--- src/hw/rtl/dmdc_pkg.sv ---
`default_nettype none

package dmdc_pkg;

    // Field and register widths
    localparam int unsigned MODE_W    = 2;
    localparam int unsigned SPEED_W   = 8;
    localparam int unsigned STATE_W   = 3;
    localparam int unsigned DRIVE_W   = 2;
    localparam int unsigned DEB_W     = 16;
    localparam int unsigned CFG_IDX_W = 1;
    localparam int unsigned CFG_DATA_W = 16;

    // Register indexes on the configuration port
    localparam logic [CFG_IDX_W-1:0] CFG_DEBOUNCE_TICKS = 1'd0;
    localparam logic [CFG_IDX_W-1:0] CFG_BUTTON_SPEED   = 1'd1;

    // Register reset values
    localparam logic [DEB_W-1:0]   DEBOUNCE_RESET = 16'd50;
    localparam logic [SPEED_W-1:0] FULL_SPEED     = 8'd255;

    // Command codes
    typedef enum logic [MODE_W-1:0] {
        MODE_TICK      = 2'd0,
        MODE_OPEN      = 2'd1,
        MODE_CLOSE     = 2'd2,
        MODE_POWER_OFF = 2'd3
    } t_mode;

    // Door states
    typedef enum logic [STATE_W-1:0] {
        ST_CLOSED  = 3'd0,
        ST_OPENING = 3'd1,
        ST_OPEN    = 3'd2,
        ST_CLOSING = 3'd3,
        ST_UNKNOWN = 3'd4
    } t_door_state;

    // Motor drive direction
    typedef enum logic [DRIVE_W-1:0] {
        DRV_STOP = 2'd0,
        DRV_FWD  = 2'd1,
        DRV_BACK = 2'd2
    } t_drive;

    // Debounced switch levels handed to the door controller
    typedef struct packed {
        logic closed_stop;
        logic open_stop;
        logic btn_close;
        logic btn_open;
    } t_switches;

    // One result item
    typedef struct packed {
        t_door_state        door_state;
        logic               moving;
        logic               state_changed;
        t_drive             motor_drive;
        logic [SPEED_W-1:0] motor_speed;
    } t_result;

endpackage

`default_nettype wire

--- src/hw/rtl/dmdc_debounce.sv ---
`default_nettype none

module dmdc_debounce #(
    parameter int unsigned COUNT_WIDTH = 16
) (
    input  wire logic                       i_clk,
    input  wire logic                       i_rst_n,
    input  wire logic                       i_en,
    input  wire logic                       i_raw,
    input  wire logic [dmdc_pkg::DEB_W-1:0] i_limit,
    output logic                            o_level
);

    localparam int unsigned CMP_W =
        (COUNT_WIDTH > dmdc_pkg::DEB_W) ? COUNT_WIDTH : dmdc_pkg::DEB_W;
    localparam logic [COUNT_WIDTH-1:0] CNT_MAX = {COUNT_WIDTH{1'b1}};

    logic                   r_prev;
    logic                   r_level;
    logic [COUNT_WIDTH-1:0] r_cnt;
    logic                   n_level;
    logic [COUNT_WIDTH-1:0] n_cnt;
    logic [CMP_W-1:0]       cnt_ext;
    logic [CMP_W-1:0]       limit_ext;

    // Count ticks the reading has held, saturating
    always_comb begin
        if (i_raw != r_prev) begin
            n_cnt = '0;
        end else if (r_cnt == CNT_MAX) begin
            n_cnt = r_cnt;
        end else begin
            n_cnt = r_cnt + 1'b1;
        end
        cnt_ext   = CMP_W'(n_cnt);
        limit_ext = CMP_W'(i_limit);
        n_level   = (cnt_ext > limit_ext) ? i_raw : r_level;
    end

    always_ff @(posedge i_clk) begin
        if (!i_rst_n) begin
            r_prev  <= 1'b0;
            r_level <= 1'b0;
            r_cnt   <= '0;
        end else if (i_en) begin
            r_prev  <= i_raw;
            r_level <= n_level;
            r_cnt   <= n_cnt;
        end
    end

    // Level as seen after this transaction's update
    assign o_level = n_level;

endmodule

`default_nettype wire

--- src/hw/rtl/dmdc_door.sv ---
`default_nettype none

module dmdc_door (
    input  wire logic                         i_clk,
    input  wire logic                         i_rst_n,
    input  wire logic                         i_en,
    input  wire logic [dmdc_pkg::MODE_W-1:0]  i_mode,
    input  wire logic [dmdc_pkg::SPEED_W-1:0] i_speed,
    input  wire logic                         i_ack,
    input  wire dmdc_pkg::t_switches          i_sw,
    input  wire logic [dmdc_pkg::SPEED_W-1:0] i_button_speed,
    output dmdc_pkg::t_result                 o_result
);

    dmdc_pkg::t_door_state        r_state, n_state;
    dmdc_pkg::t_door_state        r_acked, n_acked;
    dmdc_pkg::t_drive             r_drive, n_drive;
    logic [dmdc_pkg::SPEED_W-1:0] r_speed, n_speed;

    always_ff @(posedge i_clk) begin
        if (!i_rst_n) begin
            r_state <= dmdc_pkg::ST_UNKNOWN;
            r_acked <= dmdc_pkg::ST_UNKNOWN;
            r_drive <= dmdc_pkg::DRV_STOP;
            r_speed <= '0;
        end else if (i_en) begin
            r_state <= n_state;
            r_acked <= n_acked;
            r_drive <= n_drive;
            r_speed <= n_speed;
        end
    end

    // Command, then end stops, then buttons, then acknowledge
    always_comb begin
        n_state = r_state;
        n_drive = r_drive;
        n_speed = r_speed;

        case (dmdc_pkg::t_mode'(i_mode))
            dmdc_pkg::MODE_OPEN: begin
                n_drive = dmdc_pkg::DRV_BACK;
                n_speed = i_speed;
                n_state = dmdc_pkg::ST_OPENING;
            end
            dmdc_pkg::MODE_CLOSE: begin
                n_drive = dmdc_pkg::DRV_FWD;
                n_speed = i_speed;
                n_state = dmdc_pkg::ST_CLOSING;
            end
            dmdc_pkg::MODE_POWER_OFF: begin
                n_drive = dmdc_pkg::DRV_STOP;
                n_speed = '0;
            end
            default: begin
            end
        endcase

        // End stops only count while travelling towards them
        if (n_state == dmdc_pkg::ST_CLOSING && i_sw.closed_stop) begin
            n_drive = dmdc_pkg::DRV_STOP;
            n_speed = '0;
            n_state = dmdc_pkg::ST_CLOSED;
        end else if (n_state == dmdc_pkg::ST_OPENING && i_sw.open_stop) begin
            n_drive = dmdc_pkg::DRV_STOP;
            n_speed = '0;
            n_state = dmdc_pkg::ST_OPEN;
        end

        // Close button wins, even when closing is refused
        if (i_sw.btn_close) begin
            if (!(n_state inside {dmdc_pkg::ST_CLOSING, dmdc_pkg::ST_CLOSED})) begin
                n_drive = dmdc_pkg::DRV_FWD;
                n_speed = i_button_speed;
                n_state = dmdc_pkg::ST_CLOSING;
            end
        end else if (i_sw.btn_open) begin
            if (!(n_state inside {dmdc_pkg::ST_OPENING, dmdc_pkg::ST_OPEN})) begin
                n_drive = dmdc_pkg::DRV_BACK;
                n_speed = i_button_speed;
                n_state = dmdc_pkg::ST_OPENING;
            end
        end

        n_acked = i_ack ? n_state : r_acked;

        o_result.door_state    = n_state;
        o_result.moving        = (n_state inside {dmdc_pkg::ST_OPENING, dmdc_pkg::ST_CLOSING});
        o_result.state_changed = (n_state != r_acked);
        o_result.motor_drive   = n_drive;
        o_result.motor_speed   = n_speed;
    end

endmodule

`default_nettype wire

--- src/hw/rtl/debounced_motor_door_controller_top.sv ---
// Door controller with debounced end stops and push buttons.
// Input channel: one transaction per timer tick (i_in_valid / o_in_stall),
// carrying the command, its speed, the change acknowledge and the four raw
// switch levels. Output channel: one result transaction per tick
// (o_out_valid / i_out_stall) with door state, moving flag, changed flag,
// motor drive and motor speed.
// Path: input register, then debounce and door logic into the result register.
// Throughput: 1 tick per cycle unless the output stalls; the combinational
// path through the four debouncers and door state update sets this figure.
// A stall on the output holds the result register; the input register then
// fills and o_in_stall rises in the same cycle it would otherwise drain.
// Reset (synchronous, active low): door state unknown, acknowledged state
// unknown, motor stopped, debouncers cleared, debounce ticks 50, button
// speed 255, both pipeline stages empty.
// Configuration writes are taken at any edge with i_cfg_we high; write
// them only while no transaction is in flight.
`default_nettype none

module debounced_motor_door_controller_top #(
    parameter int unsigned COUNT_WIDTH = 16
) (
    input  wire logic                            i_clk,
    input  wire logic                            i_rst_n,
    // configuration
    input  wire logic                            i_cfg_we,
    input  wire logic [dmdc_pkg::CFG_IDX_W-1:0]  i_cfg_addr,
    input  wire logic [dmdc_pkg::CFG_DATA_W-1:0] i_cfg_wdata,
    // input channel
    input  wire logic                            i_in_valid,
    output logic                                 o_in_stall,
    input  wire logic [dmdc_pkg::MODE_W-1:0]     i_mode,
    input  wire logic [dmdc_pkg::SPEED_W-1:0]    i_speed,
    input  wire logic                            i_ack_change,
    input  wire logic                            i_open_end_stop,
    input  wire logic                            i_closed_end_stop,
    input  wire logic                            i_button_to_close,
    input  wire logic                            i_button_to_open,
    // output channel
    output logic                                 o_out_valid,
    input  wire logic                            i_out_stall,
    output logic [dmdc_pkg::STATE_W-1:0]         o_door_state,
    output logic                                 o_moving,
    output logic                                 o_state_changed,
    output logic [dmdc_pkg::DRIVE_W-1:0]         o_motor_drive,
    output logic [dmdc_pkg::SPEED_W-1:0]         o_motor_speed
);

    logic [dmdc_pkg::DEB_W-1:0]   r_debounce_ticks;
    logic [dmdc_pkg::SPEED_W-1:0] r_button_speed;

    logic                         r_in_valid;
    logic [dmdc_pkg::MODE_W-1:0]  r_mode;
    logic [dmdc_pkg::SPEED_W-1:0] r_speed;
    logic                         r_ack;
    logic [3:0]                   r_raw;

    logic                         r_out_valid;
    dmdc_pkg::t_result            r_result;

    logic                         advance;
    logic                         in_accept;
    dmdc_pkg::t_switches          sw;
    dmdc_pkg::t_result            result;

    // Configuration registers
    always_ff @(posedge i_clk) begin
        if (!i_rst_n) begin
            r_debounce_ticks <= dmdc_pkg::DEBOUNCE_RESET;
            r_button_speed   <= dmdc_pkg::FULL_SPEED;
        end else if (i_cfg_we) begin
            case (i_cfg_addr)
                dmdc_pkg::CFG_DEBOUNCE_TICKS: r_debounce_ticks <= i_cfg_wdata;
                dmdc_pkg::CFG_BUTTON_SPEED:
                    r_button_speed <= i_cfg_wdata[dmdc_pkg::SPEED_W-1:0];
                default: begin
                end
            endcase
        end
    end

    // Handshake: work stage advances when the result register is free
    assign advance    = r_in_valid && (!r_out_valid || !i_out_stall);
    assign o_in_stall = r_in_valid && !advance;
    assign in_accept  = i_in_valid && !o_in_stall;

    // Input register
    always_ff @(posedge i_clk) begin
        if (!i_rst_n) begin
            r_in_valid <= 1'b0;
        end else if (in_accept) begin
            r_in_valid <= 1'b1;
        end else if (advance) begin
            r_in_valid <= 1'b0;
        end
    end

    always_ff @(posedge i_clk) begin
        if (in_accept) begin
            r_mode  <= i_mode;
            r_speed <= i_speed;
            r_ack   <= i_ack_change;
            r_raw   <= {i_button_to_open, i_button_to_close,
                        i_open_end_stop, i_closed_end_stop};
        end
    end

    // Debouncers: closed stop, open stop, close button, open button
    dmdc_debounce #(.COUNT_WIDTH(COUNT_WIDTH)) u_deb_closed (
        .i_clk   (i_clk),
        .i_rst_n (i_rst_n),
        .i_en    (advance),
        .i_raw   (r_raw[0]),
        .i_limit (r_debounce_ticks),
        .o_level (sw.closed_stop)
    );

    dmdc_debounce #(.COUNT_WIDTH(COUNT_WIDTH)) u_deb_open (
        .i_clk   (i_clk),
        .i_rst_n (i_rst_n),
        .i_en    (advance),
        .i_raw   (r_raw[1]),
        .i_limit (r_debounce_ticks),
        .o_level (sw.open_stop)
    );

    dmdc_debounce #(.COUNT_WIDTH(COUNT_WIDTH)) u_deb_btn_close (
        .i_clk   (i_clk),
        .i_rst_n (i_rst_n),
        .i_en    (advance),
        .i_raw   (r_raw[2]),
        .i_limit (r_debounce_ticks),
        .o_level (sw.btn_close)
    );

    dmdc_debounce #(.COUNT_WIDTH(COUNT_WIDTH)) u_deb_btn_open (
        .i_clk   (i_clk),
        .i_rst_n (i_rst_n),
        .i_en    (advance),
        .i_raw   (r_raw[3]),
        .i_limit (r_debounce_ticks),
        .o_level (sw.btn_open)
    );

    // Door state machine and motor control
    dmdc_door u_door (
        .i_clk          (i_clk),
        .i_rst_n        (i_rst_n),
        .i_en           (advance),
        .i_mode         (r_mode),
        .i_speed        (r_speed),
        .i_ack          (r_ack),
        .i_sw           (sw),
        .i_button_speed (r_button_speed),
        .o_result       (result)
    );

    // Result register
    always_ff @(posedge i_clk) begin
        if (!i_rst_n) begin
            r_out_valid <= 1'b0;
        end else if (advance) begin
            r_out_valid <= 1'b1;
        end else if (!i_out_stall) begin
            r_out_valid <= 1'b0;
        end
    end

    always_ff @(posedge i_clk) begin
        if (advance) begin
            r_result <= result;
        end
    end

    assign o_out_valid     = r_out_valid;
    assign o_door_state    = r_result.door_state;
    assign o_moving        = r_result.moving;
    assign o_state_changed = r_result.state_changed;
    assign o_motor_drive   = r_result.motor_drive;
    assign o_motor_speed   = r_result.motor_speed;

endmodule

`default_nettype wire

--- config.mk ---
export PLATFORM = sky130hd
export DESIGN_NAME = debounced_motor_door_controller_top
export DESIGN_NICKNAME = d
export VERILOG_FILES = /design/src/hw/rtl/dmdc_pkg.sv /design/src/hw/rtl/dmdc_debounce.sv /design/src/hw/rtl/dmdc_door.sv /design/src/hw/rtl/debounced_motor_door_controller_top.sv
export SDC_FILE = /design/constraint.sdc
export NUM_CORES = 1
export LEC_CHECK = 0
export ABC_AREA = 1
export BUFFER_PORTS_ARGS = -buffer_cell sky130_fd_sc_hd__clkbuf_2
export CORE_MARGIN = 4
export CORE_UTILIZATION = 26
export CTS_BUF_LIST = sky130_fd_sc_hd__clkbuf_4 sky130_fd_sc_hd__clkbuf_8 sky130_fd_sc_hd__clkbuf_16
export DETAILED_ROUTE_END_ITERATION = 6
export SETUP_SLACK_MARGIN = 0.4
export SKIP_LAST_GASP = 1
export SLEW_MARGIN = 5
export SYNTH_ARGS = -nofsm -noshare
export SYNTH_HDL_FRONTEND = slang
export SYNTH_HIERARCHICAL = 1
export SYNTH_SLANG_ARGS = --single-unit
--- constraint.sdc ---
create_clock -name i_clk -period 9.8 [get_ports i_clk]
set_input_delay 1.96 -clock i_clk [delete_from_list [all_inputs] [get_ports i_clk]]
set_output_delay 1.96 -clock i_clk [all_outputs]
set_load 0.03 [all_outputs]
==> impl_metrics.json, run 1 <==
{
  "yosysSeqAreaShare": 0.329,
  "tritoncts.num_buffers": 17,
  "numClockSinks": 144,
  "postCtsHoldBufs": 0,
  "io_pins": 54,
  "portBuffers": 53,
  "slew_viol_final": 0,
  "finalSetupTns_ns": 0,
  "diodes": 0,
  "routed_via_density": 4.61,
  "avgRoutedWirePerCell_um": 12.6,
  "r2r_setup_slack_ns": 5.52,
  "fillcell_total": 3897,
  "cts.htree.levels": 4,
  "ctsRootBufferMaster": "sky130_fd_sc_hd__clkbuf_16",
  "initial_antenna_violation_count": 0,
  "power_density_nw_per_um2": 158,
  "nNetsFinal": 1519,
  "power.leakage_nw": 5.64,
  "route.final.wire_length_um": 23900,
  "detail_route.first_pass.iterations": 5,
  "gr-usage-all-layers": 0.119,
  "netlist-cell-type-count": 40,
  "count_of_vias_placed_by_the_detailed_router": 8720,
  "global_route.overflow_total": 0,
  "family_of_cells_with_the_greatest_summed_delay_on_the_critical_path": "buffers and inverters",
  "timing_worst_setup_path_type": "in2out",
  "remaining_drc_errors": 0,
  "post_synth.cell_area_avg_um2": 7.07,
  "ir_worst_vdd_mv": 0.121,
  "cap_viol_max_count": 0,
  "cts_tree": "built",
  "number_of_setup_violations_in_the_final_report": 0,
  "cpMaxStageDelayCell": "sky130_fd_sc_hd__clkbuf_2",
  "cp.required_ns": 7.84,
  "die_w_um": 201,
  "arrival_time_reported_for_the_critical_path_endpoint_ns": 2.51,
  "first_iter_violations": 598,
  "timing_worst_slew_pin_value_ns": 0.955,
  "start_util": 0.264,
  "endpoint_kind": "output port",
  "clock_slew_at_reported_path_ffs_ns": 0.06,
  "yosysWarnings": 6,
  "design_power_total_mw": 1.74,
  "crit_fanout": 3,
  "most_frequent_standard_cell_in_the_layout_excluding_fill_and_tap_cells": "sky130_fd_sc_hd__nand2_1",
  "final.setup_skew_ns": 0.0118,
  "clock_insertion_delay_worst_skew_ns": 0.43,
  "wire_length_of_the_first_global_routing_pass_um": 40200,
  "die_area_um2": 40400,
  "grt_setup_unrepaired": "no",
  "timing.critical_path.buf_inv": 3,
  "gp_congestion": 0.788,
  "dp_hpwl_um": 17200,
  "grt_pass1_vias": 8212,
  "post_synth_instance_area_um2": 9670,
  "grt_max_degree": 106,
  "synth_cells": 1368,
  "crit_path_start_kind": "input pin",
  "placementRows": 70,
  "post-cts-setup-buffer-count": 0,
  "hold_class": "reg2reg",
  "status": "completed",
  "final_cell_mix": "sky130_fd_sc_hd__nand2_1 (259), sky130_fd_sc_hd__inv_1 (237), sky130_fd_sc_hd__nor2_1 (118)",
  "finalHoldViolations": 0,
  "timing.final.crit_period_ns": 4.47,
  "max_stage_delay_ns": 0.20,
  "drive_above_1_share": 0.129,
  "critical_path.cell_chain": "clkbuf_2 > nand3_1 > inv_1 > clkbuf_2",
  "seq_cells_post_synth": 144,
  "floorplan_die_height_um": 201,
  "cts_resized": 0,
  "cpMostUsedCell": "sky130_fd_sc_hd__clkbuf_2",
  "clock.fmax_mhz": 224,
  "min_period_over_period": 0.456,
  "cts-root-to-sink-buffers": 2,
  "timing.max_slew.rel_slack": 0.363,
  "nets_in_the_synthesized_netlist": 1476,
  "layout-area-overhead-vs-synth_pct": 14.0,
  "core_um2": 36700,
  "ant_nets": 0
}
[final timing paths]
check / cells after the start / from / endpoint
max: 4 / i_out_stall / o_in_stall
min: 2 / r_button_speed[5] / r_button_speed[5]
max reg2reg: 23 / u_deb_closed/r_cnt[0] / o_state_changed
min reg2reg: 2 / r_button_speed[5] / r_button_speed[5]
[final cells by class]
class / count / area [µm²] / area share
timing repair buffer: 61 / 325 / 0.0295
multi-input combinational: 934 / 5360 / 0.486
clock inverter: 11 / 149 / 0.0135
sequential: 144 / 3180 / 0.289
tap: 468 / 586 / 0.0531
inverter: 253 / 950 / 0.0861
clock buffer: 21 / 479 / 0.0435
[per-stage QoR]
step	util	setup slack, ns	area (µm²)	hold slack (ns)	instances
after floorplan	-	5.55	9670	0.442	1368
after global placement	0.283	5.33	10400	0.457	1860
after detailed placement	0.283	5.33	10400	0.458	1860
after CTS	0.301	5.33	11000	0.482	1892
after global routing	0.301	5.04	11000	0.509	1892
final	0.301	5.33	11000	0.482	1892
[cells in the mapped netlist, drive strengths merged]
cell,count,area (µm²)
buf,13,105
nand3b,8,75.1
ha,71,888
xnor2,12,105
a21oi,102,526
a21o,4,30.0
inv,253,950
o21bai,1,7.51
or2,12,75.1
edfxtp,30,901
o211ai,4,30.0
a22oi,8,60.1
nor2,128,551
xor2,21,184
clkbuf,24,90.1
nand3,125,708
o21a,5,37.5
o21ai,112,564
nand2,285,1160
nand4,19,144
nor3,17,195
dfxtp,114,2280
[logic make-up after synthesis]
group,Yosys count,synth area share
adders and majority gates,71,0.0918
buffers and inverters,290,0.118
and+or+nand+nor,594,0.301
AOI/OAI and AO/OA,236,0.130
xor gates and xnor gates,33,0.0299
DFF,144,0.329
[where the power goes]
group	switching, mW	internal, mW
clock	0.270	0.430
sequential	0.0428	0.657
combinational	0.226	0.114
[sequential cells by signal, summed over array words and instances (netlist names), 2 cells and up]
name / flops
r_debounce_ticks: 16
u_deb_btn_close/r_cnt: 16
u_deb_btn_open/r_cnt: 16
u_deb_closed/r_cnt: 16
u_deb_open/r_cnt: 16
o_motor_speed: 8
r_button_speed: 8
r_speed: 8
u_door/r_speed: 8
r_raw: 4
o_door_state: 3
u_door/r_acked: 3
u_door/r_state: 3
o_motor_drive: 2
r_mode: 2
u_door/r_drive: 2
[worst register-to-register path: cells and delay by family, from the launching register on]
family	cells	cell delay, ns
adders and majority gates	2	0.52
DFF	1	0.46
and+or+nand+nor	17	2.47
xor gates and xnor gates	1	0.18
AOI/OAI and AO/OA	1	0.22
buffers and inverters	2	0.15
[layer usage]
metal	GRT usage	wire, µm	share of wire
met1	0.160	11400	0.48
met2	0.199	11100	0.46
met3	0.0260	1310	0.055
met4	0.0229	175	0.0073
met5	0	0	0
No activity file was read; power rests on OpenSTA's default activity.
==> inputs of run 2 (changes only) <==
- clock period: 9.8 -> 4.3 ns (I/O delays scaled with it)
==> run 2 against run 1 <==
Worst hold slack improved by 0.0046 ns; die area unchanged; wire length grew 3.7%; sequential share of layout area is 0.79 points lower; setup slack got worse by 4.8 ns; sequential cell count is the same; critical path type is now reg2reg; critical endpoint is now o_state_changed; largest cell class unchanged; largest power group unchanged; highest routed layer unchanged.
==> impl_metrics.json, run 2 (synthesis gave the netlist of run 1 again) <==
{
  "status": "completed",
  "number_of_setup_violations_in_the_final_report": 0,
  "die_w_um": 201,
  "floorplan_die_height_um": 201,
  "layout-area-overhead-vs-synth_pct": 18.0,
  "ctsRootBufferMaster": "sky130_fd_sc_hd__clkbuf_16",
  "avgRoutedWirePerCell_um": 12.9,
  "gr-usage-all-layers": 0.119,
  "timing.final.crit_period_ns": 3.77,
  "finalHoldViolations": 0,
  "wire_length_of_the_first_global_routing_pass_um": 40300,
  "cts.htree.levels": 4,
  "ant_nets": 0,
  "arrival_time_reported_for_the_critical_path_endpoint_ns": 3.95,
  "dp_hpwl_um": 17800,
  "hold_depth": 2,
  "die_area_um2": 40400,
  "finalSetupTns_ns": 0,
  "design_area_um2": 11400,
  "ir_worst_vdd_mv": 0.235,
  "first_iter_violations": 525,
  "cts-root-to-sink-buffers": 2,
  "final_cell_mix": "sky130_fd_sc_hd__nand2_1 (247), sky130_fd_sc_hd__inv_1 (236), sky130_fd_sc_hd__nor2_1 (114)",
  "min_period_over_period": 0.878,
  "grt_setup_unrepaired": "no",
  "route.final.wire_length_um": 24800,
  "grt_max_degree": 70,
  "routed_via_density": 4.56,
  "tritoncts.num_buffers": 17,
  "placementRows": 70,
  "hold_class": "reg2reg",
  "io_pins": 54,
  "detail_route.first_pass.iterations": 5,
  "slew_viol_final": 0,
  "timing.max_slew.rel_slack": 0.345,
  "remaining_drc_errors": 0,
  "worst_setup_slack_before_clock_tree_synthesis_ns": 0.314,
  "nNetsFinal": 1548,
  "initial_antenna_violation_count": 0,
  "gp_congestion": 0.863,
  "final.setup_skew_ns": 0.0122,
  "cp.required_ns": 4.48,
  "reg2reg_depth": 25,
  "timing_worst_setup_path_type": "reg2reg",
  "most_frequent_standard_cell_in_the_layout_excluding_fill_and_tap_cells": "sky130_fd_sc_hd__nand2_1",
  "drive_above_1_share": 0.175,
  "clock.fmax_mhz": 265,
  "diodes": 0,
  "cts_tree": "built",
  "clock_slew_at_reported_path_ffs_ns": 0.07,
  "start_util": 0.264,
  "grt_pass1_vias": 8255,
  "portBuffers": 53,
  "global_route.overflow_total": 0,
  "power.leakage_nw": 5.77,
  "design_power_total_mw": 3.88,
  "cap_viol_max_count": 0,
  "power_density_nw_per_um2": 340,
  "endpoint_kind": "flip-flop",
  "post-route-util": 0.311,
  "timing_worst_slew_pin_value_ns": 0.980,
  "core_um2": 36700,
  "place_area_um2": 10500,
  "layout_setup_ws_ns": 0.525,
  "numClockSinks": 144,
  "crit_path_start_kind": "flip-flop",
  "count_of_vias_placed_by_the_detailed_router": 8768,
  "crit_fanout": 8,
  "clock_insertion_delay_worst_skew_ns": 0.43
}
==> run 2: cell types whose count changed in the layout (fill, tap and decap cells not counted), moves of 5 or more <==
cell	delta
sky130_fd_sc_hd__ha_1	-5
sky130_fd_sc_hd__buf_4	+25
sky130_fd_sc_hd__dfxtp_1	-8
sky130_fd_sc_hd__nand2_2	+10
sky130_fd_sc_hd__nand3_1	-5
sky130_fd_sc_hd__nand2_1	-12
==> run 2: routing by layer <==
layer  global-route usage  up-vias  part of all wire
met4               0.0278        0             0.012
met5                    0        -                 0
met2                0.199      166              0.47
met3               0.0241       19             0.039
met1                0.158     4039              0.48
li1                     -     4544                 -
==> run 2: worst paths after layout <==
path / endpoint / from / slack, ns
setup reg to reg: o_state_changed / u_deb_closed/r_cnt[0] / 0.53
hold / removal: r_button_speed[4] / r_button_speed[4] / 0.49
hold reg to reg: r_button_speed[4] / r_button_speed[4] / 0.49
setup / recovery: o_state_changed / u_deb_closed/r_cnt[0] / 0.53
==> run 2: worst max-delay path: stages (launching register included) <==
cell                      delay (ns)
sky130_fd_sc_hd__dfxtp_4        0.39
sky130_fd_sc_hd__ha_4           0.14
sky130_fd_sc_hd__nand2_2        0.07
sky130_fd_sc_hd__nor3_4         0.24
sky130_fd_sc_hd__nand2_2        0.11
sky130_fd_sc_hd__buf_4          0.15
sky130_fd_sc_hd__xnor2_1        0.12
sky130_fd_sc_hd__o21ai_1        0.22
sky130_fd_sc_hd__inv_1          0.08
sky130_fd_sc_hd__ha_1           0.30
sky130_fd_sc_hd__nand4_1        0.11
sky130_fd_sc_hd__nor3_2         0.17
sky130_fd_sc_hd__nand3_1        0.15
sky130_fd_sc_hd__nand2_1        0.10
sky130_fd_sc_hd__nand2_1        0.08
sky130_fd_sc_hd__nand2_2        0.08
sky130_fd_sc_hd__inv_2          0.04
sky130_fd_sc_hd__nor2_2         0.10
sky130_fd_sc_hd__nand2_2        0.11
sky130_fd_sc_hd__nand2_2        0.10
sky130_fd_sc_hd__nand3_2        0.10
sky130_fd_sc_hd__nand3_4        0.16
sky130_fd_sc_hd__nand3_4        0.11
sky130_fd_sc_hd__buf_4          0.15
sky130_fd_sc_hd__nand2_1        0.05
sky130_fd_sc_hd__nand3_1        0.08
==> run 2: where the power goes <==
| group | leakage, nW | switching [mW] | total [mW] | internal, mW |
|---|---|---|---|---|
| clock network | 0.262 | 0.661 | 1.42 | 0.763 |
| logic | 4.27 | 0.543 | 0.856 | 0.314 |
| registers | 1.23 | 0.102 | 1.60 | 1.50 |
==> run 2: what timing repair did <==
item / 4_1_cts / 5_1_grt
setup buffers: 3 / 24
pin swaps: 0 / 21
gates cloned: 0 / 0
hold buffers: 0 / 0
resized for setup: 3 / 54
endpoints found under the setup margin: 19 / 30
==> run 2: area by class of cell <==
| class | count | area [µm²] |
|---|---|---|
| clock buffer | 18 | 433 |
| clock inverter | 14 | 119 |
| fill | 3863 | 25300 |
| inverter | 253 | 950 |
| multi-input combinational | 934 | 5540 |
| sequential | 144 | 3200 |
| tap | 468 | 586 |
| timing repair buffer | 90 | 584 |
==> run 2: through the flow <==
stage	std cells	hold slack [ns]
3_3_place_gp	1862	0.460
5_1_grt	1921	0.499
4_1_cts	1897	0.483
3_5_place_dp	1862	0.464
2_1_floorplan	1368	0.442
6_report	1921	0.487
